**config.mk**
```make
export PLATFORM = sky130hd
export DESIGN_NAME = deque_with_search
export DESIGN_NICKNAME = d
export VERILOG_FILES = /design/src/design/dws_pkg.sv /design/src/design/dws_cell.sv /design/src/design/deque_with_search.sv
export SDC_FILE = /design/constraint.sdc
export NUM_CORES = 1
export LEC_CHECK = 0
export BUFFER_PORTS_ARGS = -buffer_cell sky130_fd_sc_hd__buf_2
export CAP_MARGIN = 30
export CELL_PAD_IN_SITES_DETAIL_PLACEMENT = 0
export CELL_PAD_IN_SITES_GLOBAL_PLACEMENT = 1
export CORE_MARGIN = 2
export CORE_UTILIZATION = 50
export DETAILED_ROUTE_END_ITERATION = 7
export PLACE_DENSITY = 0.81
export SLEW_MARGIN = 10
export SYNTH_ARGS = -nofsm -noshare
export SYNTH_HDL_FRONTEND = slang
export SYNTH_SLANG_ARGS = --single-unit
```
**constraint.sdc**
```tcl
create_clock -name clk -period 5.25 [get_ports clk]
set_input_delay 0.2625 -clock clk [delete_from_list [all_inputs] [get_ports clk]]
set_output_delay 0.2625 -clock clk [all_outputs]
set_load 0.02 [all_outputs]
```
**src/design/dws_pkg.sv**
```systemverilog
package dws_pkg;

  // Default number of entries in the deque
  localparam int DEPTH_DEF = 16;
  localparam int WORD_W    = 32;

  // Operation codes
  localparam logic [1:0] OP_PUSH_FRONT = 2'd0;
  localparam logic [1:0] OP_PUSH_BACK  = 2'd1;
  localparam logic [1:0] OP_POP_FRONT  = 2'd2;
  localparam logic [1:0] OP_FIND       = 2'd3;

  // Status codes
  localparam logic [1:0] ST_OK    = 2'd0;
  localparam logic [1:0] ST_EMPTY = 2'd1;
  localparam logic [1:0] ST_FULL  = 2'd2;

  // Shift controls broadcast to every cell of the row
  typedef struct packed {
    logic shift_r;  // push at front: every entry moves one place back
    logic shift_l;  // pop at front: every entry moves one place forward
  } cell_ctl_t;

endpackage

```
**src/design/dws_cell.sv**
```systemverilog
module dws_cell (
  input  logic                              clk,
  input  logic                              rst,
  input  dws_pkg::cell_ctl_t                ctl,
  input  logic                              load,
  input  logic signed [dws_pkg::WORD_W-1:0] din,
  input  logic signed [dws_pkg::WORD_W-1:0] left,
  input  logic signed [dws_pkg::WORD_W-1:0] right,
  input  logic signed [dws_pkg::WORD_W-1:0] key,
  input  logic                              occ,
  input  logic                              tok_in,
  input  logic                              hit_in,
  output logic signed [dws_pkg::WORD_W-1:0] entry,
  output logic                              tok,
  output logic                              hit
);
  import dws_pkg::*;

  // Hold, shift or load the stored entry
  always_ff @(posedge clk) begin
    if (ctl.shift_r) begin
      entry <= left;
    end else if (ctl.shift_l) begin
      entry <= right;
    end else if (load) begin
      entry <= din;
    end
  end

  // Advance the search token one cell per cycle
  always_ff @(posedge clk) begin
    if (rst) begin
      tok <= 1'b0;
    end else begin
      tok <= tok_in;
    end
  end

  // Fold this cell's compare into the running match flag as the token passes
  always_ff @(posedge clk) begin
    if (tok_in) begin
      hit <= hit_in | (occ && (entry == key));
    end
  end

endmodule

```
**src/design/deque_with_search.sv**
```systemverilog
// Channel  | Ports                            | Beat taken when
// ---------+----------------------------------+-------------------------
// command  | start, op, value, busy           | start high, busy low
// result   | strobe, status, data, found      | every cycle strobe is high
//
// Insert and remove: result beat on the cycle after the command beat;
// a new command may follow at once, one per cycle.
// Search: the key token walks the row of DEPTH cells one cell per cycle,
// and the result beat follows once the token leaves the last cell; busy
// is high until then. Reset (rst, synchronous) empties the deque.
// The receiver cannot stall; every result beat is taken as shown.
module deque_with_search #(
  parameter int DEPTH = dws_pkg::DEPTH_DEF
) (
  input  logic                              clk,
  input  logic                              rst,
  input  logic                              start,
  input  logic [1:0]                        op,
  input  logic signed [dws_pkg::WORD_W-1:0] value,
  output logic                              busy,
  output logic                              strobe,
  output logic [1:0]                        status,
  output logic signed [dws_pkg::WORD_W-1:0] data,
  output logic                              found
);
  import dws_pkg::*;

  localparam int CNT_W = $clog2(DEPTH + 1);

  logic [CNT_W-1:0]         count;
  logic                     go;
  logic signed [WORD_W-1:0] key;

  logic                     accept;
  logic                     full;
  logic                     empty;
  logic                     do_pf;
  logic                     do_pb;
  logic                     do_pop;
  cell_ctl_t                ctl;

  logic signed [WORD_W-1:0] entry [DEPTH];
  logic                     tok   [DEPTH];
  logic                     hit   [DEPTH];

  // Decode the command beat
  assign accept = start && !busy;
  assign full   = (count == CNT_W'(DEPTH));
  assign empty  = (count == '0);
  assign do_pf  = accept && (op == OP_PUSH_FRONT) && !full;
  assign do_pb  = accept && (op == OP_PUSH_BACK) && !full;
  assign do_pop = accept && (op == OP_POP_FRONT) && !empty;

  assign ctl.shift_r = do_pf;
  assign ctl.shift_l = do_pop;

  // Row of cells, front entry in cell 0
  for (genvar i = 0; i < DEPTH; i++) begin : g_cell
    logic signed [WORD_W-1:0] left;
    logic signed [WORD_W-1:0] right;
    logic                     tok_in;
    logic                     hit_in;

    if (i == 0) begin : g_head
      assign left   = value;
      assign tok_in = go;
      assign hit_in = 1'b0;
    end else begin : g_body
      assign left   = entry[i-1];
      assign tok_in = tok[i-1];
      assign hit_in = hit[i-1];
    end

    if (i == DEPTH - 1) begin : g_tail
      assign right = '0;
    end else begin : g_mid
      assign right = entry[i+1];
    end

    dws_cell u_cell (
      .clk    (clk),
      .rst    (rst),
      .ctl    (ctl),
      .load   (do_pb && (count == CNT_W'(i))),
      .din    (value),
      .left   (left),
      .right  (right),
      .key    (key),
      .occ    (CNT_W'(i) < count),
      .tok_in (tok_in),
      .hit_in (hit_in),
      .entry  (entry[i]),
      .tok    (tok[i]),
      .hit    (hit[i])
    );
  end

  // Track the fill level
  always_ff @(posedge clk) begin
    if (rst) begin
      count <= '0;
    end else if (do_pf || do_pb) begin
      count <= count + CNT_W'(1);
    end else if (do_pop) begin
      count <= count - CNT_W'(1);
    end
  end

  // Launch a search and hold off commands until the token leaves the row
  always_ff @(posedge clk) begin
    if (rst) begin
      go   <= 1'b0;
      busy <= 1'b0;
    end else begin
      go <= accept && (op == OP_FIND);
      if (accept && (op == OP_FIND)) begin
        busy <= 1'b1;
      end else if (tok[DEPTH-1]) begin
        busy <= 1'b0;
      end
    end
  end

  // Capture the key
  always_ff @(posedge clk) begin
    if (accept && (op == OP_FIND)) begin
      key <= value;
    end
  end

  // Drive the result strobe
  always_ff @(posedge clk) begin
    if (rst) begin
      strobe <= 1'b0;
    end else begin
      strobe <= (accept && (op != OP_FIND)) || tok[DEPTH-1];
    end
  end

  // Form the result beat
  always_ff @(posedge clk) begin
    if (tok[DEPTH-1]) begin
      status <= ST_OK;
      found  <= hit[DEPTH-1];
      data   <= hit[DEPTH-1] ? key : '0;
    end else if (accept) begin
      found <= 1'b0;
      case (op)
        OP_PUSH_FRONT, OP_PUSH_BACK: begin
          status <= full ? ST_FULL : ST_OK;
          data   <= '0;
        end
        OP_POP_FRONT: begin
          status <= empty ? ST_EMPTY : ST_OK;
          data   <= empty ? -WORD_W'(1) : entry[0];
        end
        default: begin
          status <= ST_OK;
          data   <= '0;
        end
      endcase
    end
  end

endmodule

```
==> run_results.csv <==
group,metric,value,unit
finish,area_delta_synth_final,9.671,%
global_routing,grt_pass1_vias,21621,
yosys,yosysWarnings,0,
sta,hold_viol_final,0,
sta,period_share,68.04,%
yosys,netlist_instances,2419,
yosys,synthMuxAreaShare,0.03124,%
yosys,synthXorXnorAreaFrac,13.99,%
finish,antenna_cells,0,
sta,period_needed,3572,ps
drt,initialDrtViolationCount,4286,
worst_setup_path,critPathLaunch,"count[1]",
drt,vias,23108,
die,pin_count,74,
yosys,synth_compound_area_share,16.64,%
flow_run,maxCapViolations,0,
drt,drt-total-wl,107400,µm
clocking,insertion_delay,610,ps
worst_setup_path,critPathKind,"reg -> reg",
die,die_y,257.2,µm
finish,utilization,55.61,%
yosys,synth.area.top_cells,"edfxtp_1 (56%), a221o_1 (14%), xnor2_1 (12%)",
worst_setup_path,endpoint_kind,"register",
power_and_ir_drop,vdd_drop_max,0.2101,mV
die,floorplan.die_area,0.06613,mm²
yosys,synthDistinctLibCells,47,
yosys,ys_ff_latch,619,
sta,fin_worst_skew,23.89,ps
clocking,clock_sinks,619,
worst_hold_path,holdCritPathClass,"in -> reg",
drt,drc,0,
yosys,avgSynthCellArea,13.25,µm²
placed_design,post_dp_cell_area,0.03268,mm²
drt,post_drt_wl_per_cell,32.58,µm
placed_design,io_buffers,73,
finish,layout.nets,2441,
clocking,cts_root_buf,"clkbuf_16",
clocking,cts-buffers-inserted,69,
global_routing,grt_max_degree,162,
drt,ant_nets,0,
clocking,ctsHoldBuffers,32,
sta,worst_pin_slew,988.5,ps
drt,routed_via_density,7.013,
die,initial_core_util,50.71,%
die,die_w,257.2,µm
sta,max_freq,280.0,MHz
worst_setup_path,regToRegSetupSlack,1680,ps
worst_setup_path,r2r_start,"count[1]",
worst_setup_path,crit_fanout,33,
clocking,clockBufferDepth,3,
placed_design,hpwl,76160,µm
power_and_ir_drop,power_density,351.9,mW/mm²
sta,maxSlewHeadroom,34.10,%
clocking,cts.htree.levels,3,
yosys,yosys.area.top_type,"edfxtp_1",
worst_hold_path,holdCritStartpoint,"op[1]",
sta,setup_viol,0,
global_routing,grt_usage,31.77,%
worst_setup_path,crit_path_start_kind,"register",
power_and_ir_drop,p_seq_share,49.5,%
worst_setup_path,r2r_cells,6,
finish,design_area,0.03515,mm²
clocking,cts_tree,"built",
worst_hold_path,hold_path_depth,4,
global_routing,grt_pass1_wl,154400,µm
die,rows,92,
yosys,yosys.area_share.simple,6.942,%
clocking,cts_resized,0,
placed_design,gp_congestion,0.9639,
power_and_ir_drop,p_int,9.075,mW
sta,slew_viol_final,0,
clocking,post_cts_buffers,0,
yosys,syn_area,0.03205,mm²
power_and_ir_drop,switching_share,26.63,%
finish,drive_gt1_share,10.74,%
global_routing,antenna_found_initial,2,
yosys,syn_nets,2461,
yosys,synth_fa_ha_area_share,0.1952,%
power_and_ir_drop,power_leakage,11.56,nW
die,coreArea,0.06320,mm²
yosys,synth_top_area_share,55.57,%
power_and_ir_drop,pwr-share-comb,12.6,%
yosys,synth_top_family_by_area,"compound AO/OA/AOI/OAI gates",
drt,dr.pass1.iters,6,
global_routing,overflow,0,
sta,setup_tns,0,ps
clocking,clk_pin_slew_worst_paths,60,ps
power_and_ir_drop,switchingPower,3.293,mW
worst_setup_path,arrival,3920,ps
status,outcome,"finished, final reports clean",
yosys,seq_area_frac_synth,57.19,%
power_and_ir_drop,clockPowerShare,37.9,%
sta,rsz0062_at_grt,"false",
worst_setup_path,required,5600,ps
-- path summary, 6_finish.rpt --
kind / end
max reg2reg: g_cell[14].u_cell.entry[11]
max: g_cell[14].u_cell.entry[11]
min reg2reg: g_cell[15].u_cell.hit
min: strobe
-- per-stage QoR --
| step | worst slack, ps | hold slack, ps | cells | total power [mW] |
|---|---|---|---|---|
| 2_1_floorplan | 944.4 | 334.1 | 2419 | 7.137 |
| 3_3_place_gp | 1904 | 430.0 | 3135 | 7.644 |
| 3_5_place_dp | 1729 | 436.2 | 3140 | 7.693 |
| 4_1_cts | 1719 | 19.94 | 3293 | 12.30 |
| 5_1_grt | 1582 | 44.68 | 3295 | 12.64 |
| 6_report | 1678 | 40.74 | 3295 | 12.37 |
-- final cells by class --
| cell class | instances | area [µm²] |
|---|---|---|
| Fill cell | 5133 | 28050 |
| Sequential cell | 619 | 18330 |
| Multi-Input combinational cell | 1527 | 12230 |
| Clock buffer | 104 | 2003 |
| Timing Repair Buffer | 177 | 1408 |
| Tap cell | 846 | 1059 |
| Clock inverter | 17 | 100.1 |
| Inverter | 5 | 18.77 |
-- power by group through the flow --
stage	Combinational (mW)	Sequential (mW)	Clock, mW
6_report	1.56	6.12	4.69
4_1_cts	1.51	6.11	4.68
2_1_floorplan	1.00	6.13	0
3_5_place_dp	1.48	6.21	0
5_1_grt	1.63	6.14	4.87
3_3_place_gp	1.44	6.21	0
-- state kept, by name (all words and copies together) (netlist names) --
name	flops
busy	1
count	5
data	32
found	1
g_cell.tok_in	1
g_cell.u_cell.entry	512
g_cell.u_cell.hit	16
g_cell.u_cell.tok	16
key	32
status	2
strobe	1
-- placed cells by master (no fill, tap or decap), drive strengths merged, types with 32 or more instances in the layout --
cell type      n
nand4        107
nor2          43
buf          144
xor2          74
clkbuf       105
o21ai         48
dlygate4sd3   32
a21o          32
and3          33
xnor2        438
nand2        142
a221o        448
edfxtp       593
-- kinds of logic after synthesis --
group                      after synthesis
buffers and inverters                  273
DFF                                    619
muxes                                    1
xor gates and xnor gates               512
and+or+nand+nor                        430
adders and majority gates                5
AOI/OAI and AO/OA                      579
-- metal layers --
| layer | GRT usage, % | routed length, µm |
|---|---|---|
| met3 | 12.17 | 15890 |
| met5 | 0 | 10 |
| met2 | 47.06 | 47290 |
| met1 | 44.88 | 42150 |
| met4 | 5.620 | 2030 |
-- critical path, cell delays in order (launching register included) --
cell and delay, ps:
dfxtp_1 610, inv_1 220, ha_1 310, nand4bb_1 250
nand3_2 760, and3_1 760, a221o_1 370
-- cells in the mapped netlist (all sizes together) --
cell type  instances
edfxtp           593
a221o            448
xnor2            438
buf              153
nand2            142
clkbuf           115
nand4            107
xor2              74
o21ai             48
nor2              43
and3              33
a21o              32
nor3              27
dfxtp             26
nor4              25
a21oi             17
nor2b             17
nand3             14
a31o              11
a2111oi            6
and2               6
a31oi              5
a41o               5
ha                 5
inv                5
or4                4
a21boi             3
and3b              2
nand2b             2
nand3b             2
nor3b              2
a211o              1
and4bb             1
mux2i              1
nand4b             1
nand4bb            1
o211ai             1
o21bai             1
o31ai              1
or4b               1
No activity file was read; power rests on OpenSTA's default activity.
